[config.mk]
export PLATFORM = sky130hd
export DESIGN_NAME = selective_repeat_receive_window
export DESIGN_NICKNAME = d
export VERILOG_FILES = /design/src/design/swin_pkg.sv /design/src/design/swin_ram.sv /design/src/design/swin_mod_unit.sv /design/src/design/selective_repeat_receive_window.sv
export SDC_FILE = /design/constraint.sdc
export NUM_CORES = 1
export LEC_CHECK = 0
export BUFFER_PORTS_ARGS = -buffer_cell sky130_fd_sc_hd__buf_2
export CORE_AREA = 2 2 277 334
export DETAILED_ROUTE_END_ITERATION = 6
export DIE_AREA = 0 0 279 336
export SLEW_MARGIN = 20
export SYNTH_ARGS = -nofsm -noshare
export SYNTH_HDL_FRONTEND = slang
export SYNTH_SLANG_ARGS = --single-unit
[constraint.sdc]
create_clock -name clock -period 7.42 [get_ports clock]
set_clock_uncertainty 0.05 [all_clocks]
set_input_delay 0.742 -clock clock [delete_from_list [all_inputs] [get_ports clock]]
set_output_delay 0.742 -clock clock [all_outputs]
set_load 0.05 [all_outputs]
[src/design/swin_pkg.sv]
// Shared types and constants for the selective-repeat receive window.
// Used by swin_mod_unit and selective_repeat_receive_window; no dependencies.
package swin_pkg;

   localparam int SEQ_COUNT = 20;  // size of the sequence space
   localparam int SEQ_W     = $clog2(SEQ_COUNT + 1);  // width of the one-based sequence fields
   localparam int PAYLOAD_W = 32;  // width of the payload word
   localparam int WIN_W     = 4;   // width of the window_size register
   localparam int CNT_W     = 4;   // delivery counter, holds up to WIN_MAX

   localparam int WIN_MAX   = 10;  // hard cap on the window and on deliveries
   localparam logic [WIN_W-1:0] WIN_RESET = 4'd10;

   // result_kind codes
   localparam logic RESULT_DELIVER = 1'b0;
   localparam logic RESULT_ACK     = 1'b1;

   // operations of the shared modular unit
   typedef enum logic {
      MOD_OP_SUB = 1'b0,  // (a - b) mod SEQ_COUNT
      MOD_OP_INC = 1'b1   // (a + 1) mod SEQ_COUNT
   } mod_op_type;

endpackage

[src/design/swin_ram.sv]
// Generic single-write, single-read RAM with registered read data.
// No dependencies.
module swin_ram #(
   parameter int WIDTH = 32,
   parameter int DEPTH = 20
) (
   input  logic                     clock,
   input  logic                     wr_en,
   input  logic [$clog2(DEPTH)-1:0] wr_addr,
   input  logic [WIDTH-1:0]         wr_data,
   input  logic                     rd_en,
   input  logic [$clog2(DEPTH)-1:0] rd_addr,
   output logic [WIDTH-1:0]         rd_data
);

   logic [WIDTH-1:0] mem_ff [DEPTH];
   logic [WIDTH-1:0] rd_data_ff;

   always_ff @(posedge clock) begin
      if (wr_en) begin
         mem_ff[wr_addr] <= wr_data;
      end
      // hold the last read word until the next read
      if (rd_en) begin
         rd_data_ff <= mem_ff[rd_addr];
      end
   end

   assign rd_data = rd_data_ff;

endmodule

[src/design/swin_mod_unit.sv]
// Shared modular arithmetic unit over the sequence space: distance and increment.
// Depends on swin_pkg.
module swin_mod_unit #(
   parameter int SEQ_COUNT = 20
) (
   input  swin_pkg::mod_op_type         op,
   input  logic [$clog2(SEQ_COUNT)-1:0] a,
   input  logic [$clog2(SEQ_COUNT)-1:0] b,
   output logic [$clog2(SEQ_COUNT)-1:0] y
);

   localparam int IDX_W = $clog2(SEQ_COUNT);
   localparam logic [IDX_W:0] SEQ_EXT  = (IDX_W+1)'(SEQ_COUNT);
   localparam logic [IDX_W-1:0] SEQ_TOP = IDX_W'(SEQ_COUNT - 1);

   logic [IDX_W:0] diff;

   always_comb begin
      diff = {1'b0, a} - {1'b0, b};
      case (op)
         swin_pkg::MOD_OP_SUB: begin
            // wrap a negative difference back into the sequence space
            if (a < b) begin
               y = IDX_W'(diff + SEQ_EXT);
            end else begin
               y = diff[IDX_W-1:0];
            end
         end
         swin_pkg::MOD_OP_INC: begin
            if (a == SEQ_TOP) begin
               y = '0;
            end else begin
               y = a + IDX_W'(1);
            end
         end
         default: begin
            y = '0;
         end
      endcase
   end

endmodule

[src/design/selective_repeat_receive_window.sv]
// Selective-repeat receive window: buffers out-of-order frames, releases them in order.
// Depends on swin_pkg, swin_mod_unit and swin_ram.
//
//   channel  direction  handshake            payload
//   req      in         req_valid/req_ready  frame_seq, frame_payload
//   rsp      out        rsp_valid/rsp_ready  kind, seq, payload, in-window, last
//   csr      in         csr_wr_en            window_size (4 bits)
//
// A frame that releases nothing passes accept, window check and ack; one that
// releases buffered frames adds a payload RAM read after the check, then delivers
// them one per cycle while rsp is not stalled. The shared modular unit and the single
// RAM read port set this pacing. req_ready is high only while the sequencer is idle.
// A stalled rsp channel holds the sequencer in place. Synchronous reset clears
// the slot flags, the base and the window register (to 10); the RAM is not cleared.
module selective_repeat_receive_window (
   input  logic                                clock,
   input  logic                                reset,
   input  logic                                req_valid,
   output logic                                req_ready,
   input  logic [swin_pkg::SEQ_W-1:0]          req_frame_seq,
   input  logic [swin_pkg::PAYLOAD_W-1:0]      req_frame_payload,
   output logic                                rsp_valid,
   input  logic                                rsp_ready,
   output logic                                rsp_result_kind,
   output logic [swin_pkg::SEQ_W-1:0]          rsp_result_seq,
   output logic [swin_pkg::PAYLOAD_W-1:0]      rsp_delivered_payload,
   output logic                                rsp_was_in_window,
   output logic                                rsp_last_result,
   input  logic                                csr_wr_en,
   input  logic [swin_pkg::WIN_W-1:0]          csr_wr_data
);

   localparam int SEQ_COUNT = swin_pkg::SEQ_COUNT;
   localparam int IDX_W   = $clog2(SEQ_COUNT);
   localparam int WIN_CAP = (swin_pkg::WIN_MAX < SEQ_COUNT / 2) ?
                            swin_pkg::WIN_MAX : SEQ_COUNT / 2;

   localparam logic [2:0] ST_IDLE  = 3'd0;
   localparam logic [2:0] ST_DIST  = 3'd1;
   localparam logic [2:0] ST_LOOK  = 3'd2;
   localparam logic [2:0] ST_DELIV = 3'd3;
   localparam logic [2:0] ST_ACK   = 3'd4;

   logic [2:0]                      state_ff, state_in;
   logic [swin_pkg::WIN_W-1:0]      win_ff, win_in;
   logic [IDX_W-1:0]                base_ff, base_in;
   logic [SEQ_COUNT-1:0]            used_ff, used_in;
   logic [swin_pkg::CNT_W-1:0]      count_ff, count_in;
   logic                            in_win_ff, in_win_in;
   logic                            rsp_valid_ff, rsp_valid_in;

   logic [swin_pkg::SEQ_W-1:0]      seq_ff;
   logic [swin_pkg::PAYLOAD_W-1:0]  payload_ff;
   logic [IDX_W-1:0]                idx_ff;
   logic                            in_range_ff;

   logic                            rsp_kind_ff, rsp_kind_in;
   logic [swin_pkg::SEQ_W-1:0]      rsp_seq_ff, rsp_seq_in;
   logic [swin_pkg::PAYLOAD_W-1:0]  rsp_payload_ff, rsp_payload_in;
   logic                            rsp_inwin_ff, rsp_inwin_in;
   logic                            rsp_last_ff, rsp_last_in;
   logic                            rsp_load;

   swin_pkg::mod_op_type            unit_op;
   logic [IDX_W-1:0]                unit_a, unit_y;

   logic                            ram_wr_en, ram_rd_en;
   logic [IDX_W-1:0]                ram_rd_addr;
   logic [swin_pkg::PAYLOAD_W-1:0]  ram_rd_data;

   logic                            req_accept, out_free, in_win_now;
   logic [swin_pkg::WIN_W-1:0]      eff_win;

   assign req_ready  = (state_ff == ST_IDLE);
   assign req_accept = req_valid && req_ready;
   assign out_free   = !rsp_valid_ff || rsp_ready;
   assign eff_win    = (32'(win_ff) > WIN_CAP) ? swin_pkg::WIN_W'(WIN_CAP) : win_ff;

   // distance from the base in the check state, base increment otherwise
   assign unit_op = (state_ff == ST_DIST) ? swin_pkg::MOD_OP_SUB : swin_pkg::MOD_OP_INC;
   assign unit_a  = (state_ff == ST_DIST) ? idx_ff : base_ff;

   swin_mod_unit #(
      .SEQ_COUNT (SEQ_COUNT)
   ) u_mod (
      .op (unit_op),
      .a  (unit_a),
      .b  (base_ff),
      .y  (unit_y)
   );

   assign in_win_now = in_range_ff && (32'(unit_y) < 32'(eff_win));
   assign ram_wr_en  = (state_ff == ST_DIST) && in_win_now && !used_ff[idx_ff];
   assign ram_rd_addr = (state_ff == ST_DELIV) ? unit_y : base_ff;

   swin_ram #(
      .WIDTH (swin_pkg::PAYLOAD_W),
      .DEPTH (SEQ_COUNT)
   ) u_slot_ram (
      .clock   (clock),
      .wr_en   (ram_wr_en),
      .wr_addr (idx_ff),
      .wr_data (payload_ff),
      .rd_en   (ram_rd_en),
      .rd_addr (ram_rd_addr),
      .rd_data (ram_rd_data)
   );

   always_comb begin
      state_in       = state_ff;
      win_in         = win_ff;
      base_in        = base_ff;
      used_in        = used_ff;
      count_in       = count_ff;
      in_win_in      = in_win_ff;
      ram_rd_en      = 1'b0;
      rsp_load       = 1'b0;
      rsp_kind_in    = rsp_kind_ff;
      rsp_seq_in     = rsp_seq_ff;
      rsp_payload_in = rsp_payload_ff;
      rsp_inwin_in   = rsp_inwin_ff;
      rsp_last_in    = rsp_last_ff;

      if (csr_wr_en) begin
         win_in = csr_wr_data;
      end

      case (state_ff)
         ST_IDLE: begin
            if (req_accept) begin
               state_in = ST_DIST;
            end
         end
         ST_DIST: begin
            in_win_in = in_win_now;
            if (ram_wr_en) begin
               used_in[idx_ff] = 1'b1;
            end
            if (in_win_now && (unit_y == '0)) begin
               state_in = ST_LOOK;
            end else begin
               state_in = ST_ACK;
            end
         end
         ST_LOOK: begin
            // the expected slot holds a buffered frame: fetch it
            ram_rd_en = 1'b1;
            count_in  = '0;
            state_in  = ST_DELIV;
         end
         ST_DELIV: begin
            if (out_free) begin
               rsp_load         = 1'b1;
               rsp_kind_in      = swin_pkg::RESULT_DELIVER;
               rsp_seq_in       = swin_pkg::SEQ_W'(32'(base_ff) + 1);
               rsp_payload_in   = ram_rd_data;
               rsp_inwin_in     = 1'b1;
               rsp_last_in      = 1'b0;
               used_in[base_ff] = 1'b0;
               base_in          = unit_y;
               count_in         = count_ff + swin_pkg::CNT_W'(1);
               // prefetch the next slot when it is also buffered and the delivery cap is not reached
               if (used_ff[unit_y] && (32'(count_ff) + 1 < swin_pkg::WIN_MAX)) begin
                  ram_rd_en = 1'b1;
               end else begin
                  state_in = ST_ACK;
               end
            end
         end
         ST_ACK: begin
            if (out_free) begin
               rsp_load       = 1'b1;
               rsp_kind_in    = swin_pkg::RESULT_ACK;
               rsp_seq_in     = seq_ff;
               rsp_payload_in = '0;
               rsp_inwin_in   = in_win_ff;
               rsp_last_in    = 1'b1;
               state_in       = ST_IDLE;
            end
         end
         default: begin
            state_in = ST_IDLE;
         end
      endcase

      if (rsp_load) begin
         rsp_valid_in = 1'b1;
      end else if (rsp_ready) begin
         rsp_valid_in = 1'b0;
      end else begin
         rsp_valid_in = rsp_valid_ff;
      end
   end

   always_ff @(posedge clock) begin
      if (reset) begin
         state_ff     <= ST_IDLE;
         win_ff       <= swin_pkg::WIN_RESET;
         base_ff      <= '0;
         used_ff      <= '0;
         count_ff     <= '0;
         in_win_ff    <= 1'b0;
         rsp_valid_ff <= 1'b0;
      end else begin
         state_ff     <= state_in;
         win_ff       <= win_in;
         base_ff      <= base_in;
         used_ff      <= used_in;
         count_ff     <= count_in;
         in_win_ff    <= in_win_in;
         rsp_valid_ff <= rsp_valid_in;
      end
   end

   always_ff @(posedge clock) begin
      if (req_accept) begin
         seq_ff      <= req_frame_seq;
         payload_ff  <= req_frame_payload;
         idx_ff      <= IDX_W'(32'(req_frame_seq) - 1);
         in_range_ff <= (req_frame_seq != '0) && (32'(req_frame_seq) <= SEQ_COUNT);
      end
      rsp_kind_ff    <= rsp_kind_in;
      rsp_seq_ff     <= rsp_seq_in;
      rsp_payload_ff <= rsp_payload_in;
      rsp_inwin_ff   <= rsp_inwin_in;
      rsp_last_ff    <= rsp_last_in;
   end

   assign rsp_valid             = rsp_valid_ff;
   assign rsp_result_kind       = rsp_kind_ff;
   assign rsp_result_seq        = rsp_seq_ff;
   assign rsp_delivered_payload = rsp_payload_ff;
   assign rsp_was_in_window     = rsp_inwin_ff;
   assign rsp_last_result       = rsp_last_ff;

endmodule
==> Flow_metrics.wiki <==
{| class="wikitable"
! Metric !! Value
|-
| Status || completed
|-
| Fraction of layout instances using a drive strength above 1 || around 14%
|-
| Leakage power summed over all cells || 12.1 nW
|-
| Kind of critical path || flip-flop to flip-flop
|-
| Via count of the first global-routing pass || around 19k
|-
| Maximum number of pins on one net before global-route repair || a little under 100
|-
| Placed wire-length estimate || about 49 mm
|-
| Final Max Slew Viols || 0
|-
| Initial antenna violation count || 2
|-
| Portion of total power attributed to the clock network || around a third
|-
| GRT Resource Usage Total || between 15 and 20%
|-
| TNS Setup || 0 ns
|-
| Share of synthesized flip-flops with an asynchronous set or reset || 0%
|-
| Area of the die || around 0.094 mm^2
|-
| Internal power || approximately 8.6 mW
|-
| Area fraction of the dominant cell type after synthesis || between 70% and 80%
|-
| Number of buffers added by the clock tree synthesis step || 80
|-
| Timing startpoint of the critical path || state_ff[0]$_SDFFE_PP0P_
|-
| Number of remaining DRC errors || 0
|-
| Crit path capture type || flip-flop
|-
| FP Rows || 121
|-
| Synthesized instance count || 2246
|-
| Worst Setup Start Kind || flip-flop
|-
| Number of H-tree levels || 3
|-
| Tightest Hold Check Type || input pin to flip-flop
|-
| RSZ-0062 raised after global routing || false
|-
| Pwr/cell area || between 300 and 400 mW/mm^2
|-
| Die Ht || around 340 um
|-
| Number of vias after detailed routing || about 19k
|-
| Yosys warnings || 0
|-
| Register area share after synthesis || about three quarters
|-
| Data arrival time of the worst path || roughly 6.4 ns
|-
| Clock tree from TritonCTS || built
|-
| Post-synthesis cell type with the largest combined area || sky130_fd_sc_hd__edfxtp_1
|-
| Power spent charging and discharging nets || between 3 and 4 mW
|-
| Die X || around 280 um
|-
| Worst-Margin Slew || approximately 1.1 ns
|-
| # port buffers || slightly below 90
|-
| Grt peak-use layer || met2
|-
| Final Critical Period || between 6 and 7 ns
|-
| Net count of the finished layout || approximately 2.4k
|-
| Number of enable flip-flop cells after synthesis || around 750
|-
| Final WS setup || 1.33 ns
|-
| Cell at the root of the clock tree || sky130_fd_sc_hd__clkbuf_16
|-
| Met3 capacity usage during global routing || 2.47%
|-
| Maximum frequency from static timing analysis || 0.164 GHz
|-
| Number of primary I/O pins || slightly below 90
|-
| Clock sink count || just under 800
|-
| Net count after synthesis || 2310
|-
| Hold violation total from the final report || 0
|-
| Fraction of the cycle the final worst path needs || 82.0%
|-
| DRT Wirelength || 80.8 mm
|-
| Hold Crit Start || req_frame_payload[0]
|-
| Effective utilization at floorplan || between 30% and 40%
|-
| Remaining global-route overflow || 0
|-
| Commonest register cell after synthesis || sky130_fd_sc_hd__edfxtp_1
|-
| DR WL/cell || around 23 um
|-
| Start of the worst register-to-register path || state_ff[0]$_SDFFE_PP0P_
|-
| Unique masters post-synth || slightly below 60
|-
| Post-synthesis cell area || roughly 0.032 mm^2
|-
| Count of cells resized by post-cts repair || 0
|-
| Avg Vias per Cell || between 5 and 6
|-
| Worst ir drop on vdd || between 0.15 and 0.2 mV
|-
| Final setup viols || 0
|-
| Residual antenna-violating net count after detailed routing || 0
|-
| Met1 usage in global routing || between 20% and 30%
|-
| Most frequently used cell type in the post-synthesis netlist || sky130_fd_sc_hd__edfxtp_1
|-
| Wire length of the first global-routing pass || 121 mm
|-
| Leading cell types by total area after synthesis || sky130_fd_sc_hd__edfxtp_1 (72%), sky130_fd_sc_hd__nand2_1 (7.2%), sky130_fd_sc_hd__a311oi_1 (2.7%), sky130_fd_sc_hd__mux4_2 (2.6%), sky130_fd_sc_hd__dfxtp_1 (2.4%)
|-
| Worst setup slack after placement || between 1 and 1.5 ns
|-
| Comb pwr share || about a fifth
|-
| Synthesis-stage register bit count || around 790
|-
| Core outline area || ~0.09 mm^2
|-
| Sequential Power Share || a little under half
|-
| Iteration-0 DRC Markers || between 1.5k and 2k
|-
| Data required time at the worst endpoint || 7.70 ns
|-
| Headroom to the max-slew limit || about 29%
|-
| Number of setup buffers added after CTS || 0
|-
| Switching portion of total power || between 30% and 40%
|-
| Maximum buffer depth of the clock tree || 3
|-
| Per-instance average area after synthesis || between 10 and 15 um^2
|-
| Commonest cells post-synth || sky130_fd_sc_hd__edfxtp_1 (754), sky130_fd_sc_hd__nand2_1 (604), sky130_fd_sc_hd__clkbuf_1 (102)
|-
| Routability Congestion || just over 0.8
|-
| M2 GR Usage || between 20 and 30%
|-
| Hold buffer count at cts || 0
|-
| Maximum fanout along the worst path || 21
|-
| Hold Worst Slack || 0.237 ns
|-
| Clock input transition at the sequential cells of the worst setup and hold paths || 0.06 ns
|-
| Insertion delay of the later-clocked pin in the worst-skew pair || 0.63 ns
|-
| Total of max-cap violations || 0
|-
| Number of optimization iterations in the first detailed-route pass || 7
|-
| Layout Area Growth over Synthesis || 14.6%
|}
## area by class of cell
cell class,instances,area (um^2)
fillers,8125,54200
flip-flops and latches,792,23400
multi-input cells,1292,7710
well taps,1168,1460
clock inverters,46,415
inverters,21,78.8
diodes,1,2.50
repair buffers,136,916
clock buffers,96,2150
## worst paths after layout
kind                                              to  slack [ns]  cells past startpoint
setup / recovery  u_slot_ram.mem_ff[9][27]$_DFFE_PP_        1.33                     19
hold / removal               payload_ff[0]$_DFFE_PP_        0.24                      1
setup reg to reg  u_slot_ram.mem_ff[9][27]$_DFFE_PP_        1.33                     19
hold reg to reg               in_win_ff$_SDFFE_PP0P_        0.42                      2
## power by group through the flow
stage                     clock (mW)  combinational (mW)  sequential, mW
final                           3.96                2.57            5.92
after global routing            4.19                2.81            5.96
after floorplan                    0                1.56            5.96
after global placement             0                2.59            6.00
after detailed placement           0                2.60            6.01
after CTS                       4.04                2.61            5.92
## cell families (layout without fill, tap and decap cells)
kind of cell	after synthesis	count (layout)	share of synthesized area [%]
and+or+nand+nor	909	909	12.7
xor gates and xnor gates	9	9	0.250
AOI/OAI and AO/OA	299	299	6.74
muxes	57	57	3.28
adders and majority gates	18	18	0.738
DFF	792	792	74.2
buffers and inverters	162	299	2.08
other	0	1	0
## placed cells by master (no fill, tap or decap), types with 3 or more instances in the layout
master,synthesis,final
sky130_fd_sc_hd__mux4_2,37,37
sky130_fd_sc_hd__a311oi_1,97,97
sky130_fd_sc_hd__xnor2_1,6,6
sky130_fd_sc_hd__a211oi_1,6,6
sky130_fd_sc_hd__a21o_1,4,3
sky130_fd_sc_hd__o21ai_1,29,28
sky130_fd_sc_hd__nand2_1,604,602
sky130_fd_sc_hd__ha_1,17,17
sky130_fd_sc_hd__nand4_1,4,4
sky130_fd_sc_hd__inv_1,18,18
sky130_fd_sc_hd__clkinv_1,1,12
sky130_fd_sc_hd__o211ai_1,34,34
sky130_fd_sc_hd__edfxtp_1,754,754
sky130_fd_sc_hd__and3_1,99,99
sky130_fd_sc_hd__o21a_1,4,4
sky130_fd_sc_hd__o21ai_0,37,37
sky130_fd_sc_hd__buf_12,0,9
sky130_fd_sc_hd__nor2_1,43,22
sky130_fd_sc_hd__buf_2,26,87
sky130_fd_sc_hd__buf_4,4,40
sky130_fd_sc_hd__clkbuf_16,0,84
sky130_fd_sc_hd__mux2i_1,19,19
sky130_fd_sc_hd__a31oi_1,33,33
sky130_fd_sc_hd__clkinvlp_4,0,6
sky130_fd_sc_hd__o22ai_1,20,20
sky130_fd_sc_hd__and2_4,0,3
sky130_fd_sc_hd__clkinv_4,0,4
sky130_fd_sc_hd__bufinv_16,0,6
sky130_fd_sc_hd__a21oi_1,20,18
sky130_fd_sc_hd__clkbuf_1,102,12
sky130_fd_sc_hd__nor2_4,0,21
sky130_fd_sc_hd__nand2b_1,5,5
sky130_fd_sc_hd__clkinv_2,0,16
sky130_fd_sc_hd__nand3_1,91,91
sky130_fd_sc_hd__nor2b_1,39,39
sky130_fd_sc_hd__dfxtp_1,38,38
sky130_fd_sc_hd__nor3_1,7,7
sky130_fd_sc_hd__xor2_1,3,3
## per-layer routing
metal | routed length [um] | vias to the layer above | share of wire (%)
met4 | 1880 | 0 | 2.3
met3 | 4790 | 109 | 5.9
met1 | 33900 | 9654 | 42
met5 | 0 | - | 0
li1 | - | 8573 | -
met2 | 40300 | 608 | 50
## state kept, by name, summed over array words and instances, names as in the netlist
name and cells:
base_ff 5, count_ff 4, idx_ff 5, in_range_ff 1
in_win_ff 1, payload_ff 32, rsp_delivered_payload 32, rsp_last_result 1
rsp_result_seq 5, rsp_valid 1, rsp_was_in_window 1, seq_ff 5
state_ff 3, u_slot_ram.mem_ff 640, u_slot_ram.rd_data 32, used_ff 20
win_ff 4
## worst max-delay path, stage by stage, from the launching register on
cell	delay [ns]
sky130_fd_sc_hd__dfxtp_1	0.65
sky130_fd_sc_hd__nor3b_4	0.26
sky130_fd_sc_hd__buf_4	0.23
sky130_fd_sc_hd__a21oi_1	0.11
sky130_fd_sc_hd__ha_1	0.27
sky130_fd_sc_hd__fa_1	0.44
sky130_fd_sc_hd__xnor2_1	0.27
sky130_fd_sc_hd__nor2_1	0.09
sky130_fd_sc_hd__a311oi_2	0.62
sky130_fd_sc_hd__inv_1	0.10
sky130_fd_sc_hd__ha_1	0.31
sky130_fd_sc_hd__a21oi_1	0.14
sky130_fd_sc_hd__nand3_1	0.10
sky130_fd_sc_hd__o221ai_1	0.17
sky130_fd_sc_hd__and3b_1	0.21
sky130_fd_sc_hd__o21ai_1	0.15
sky130_fd_sc_hd__nor3_1	0.29
sky130_fd_sc_hd__nand2_1	0.52
sky130_fd_sc_hd__nor2_4	0.53
sky130_fd_sc_hd__buf_12	0.25
## per-stage QoR
step	cell area [um^2]	instances	util, %	power [mW]
floorplan	31500	2246	-	7.52
global placement	33600	3409	37.1	8.59
detailed placement	33600	3409	37.1	8.61
CTS	36100	3551	40.0	12.6
global route	36100	3551	40.0	13.0
finish	36100	3552	40.0	12.5
No activity file was read; power rests on OpenSTA's default activity.
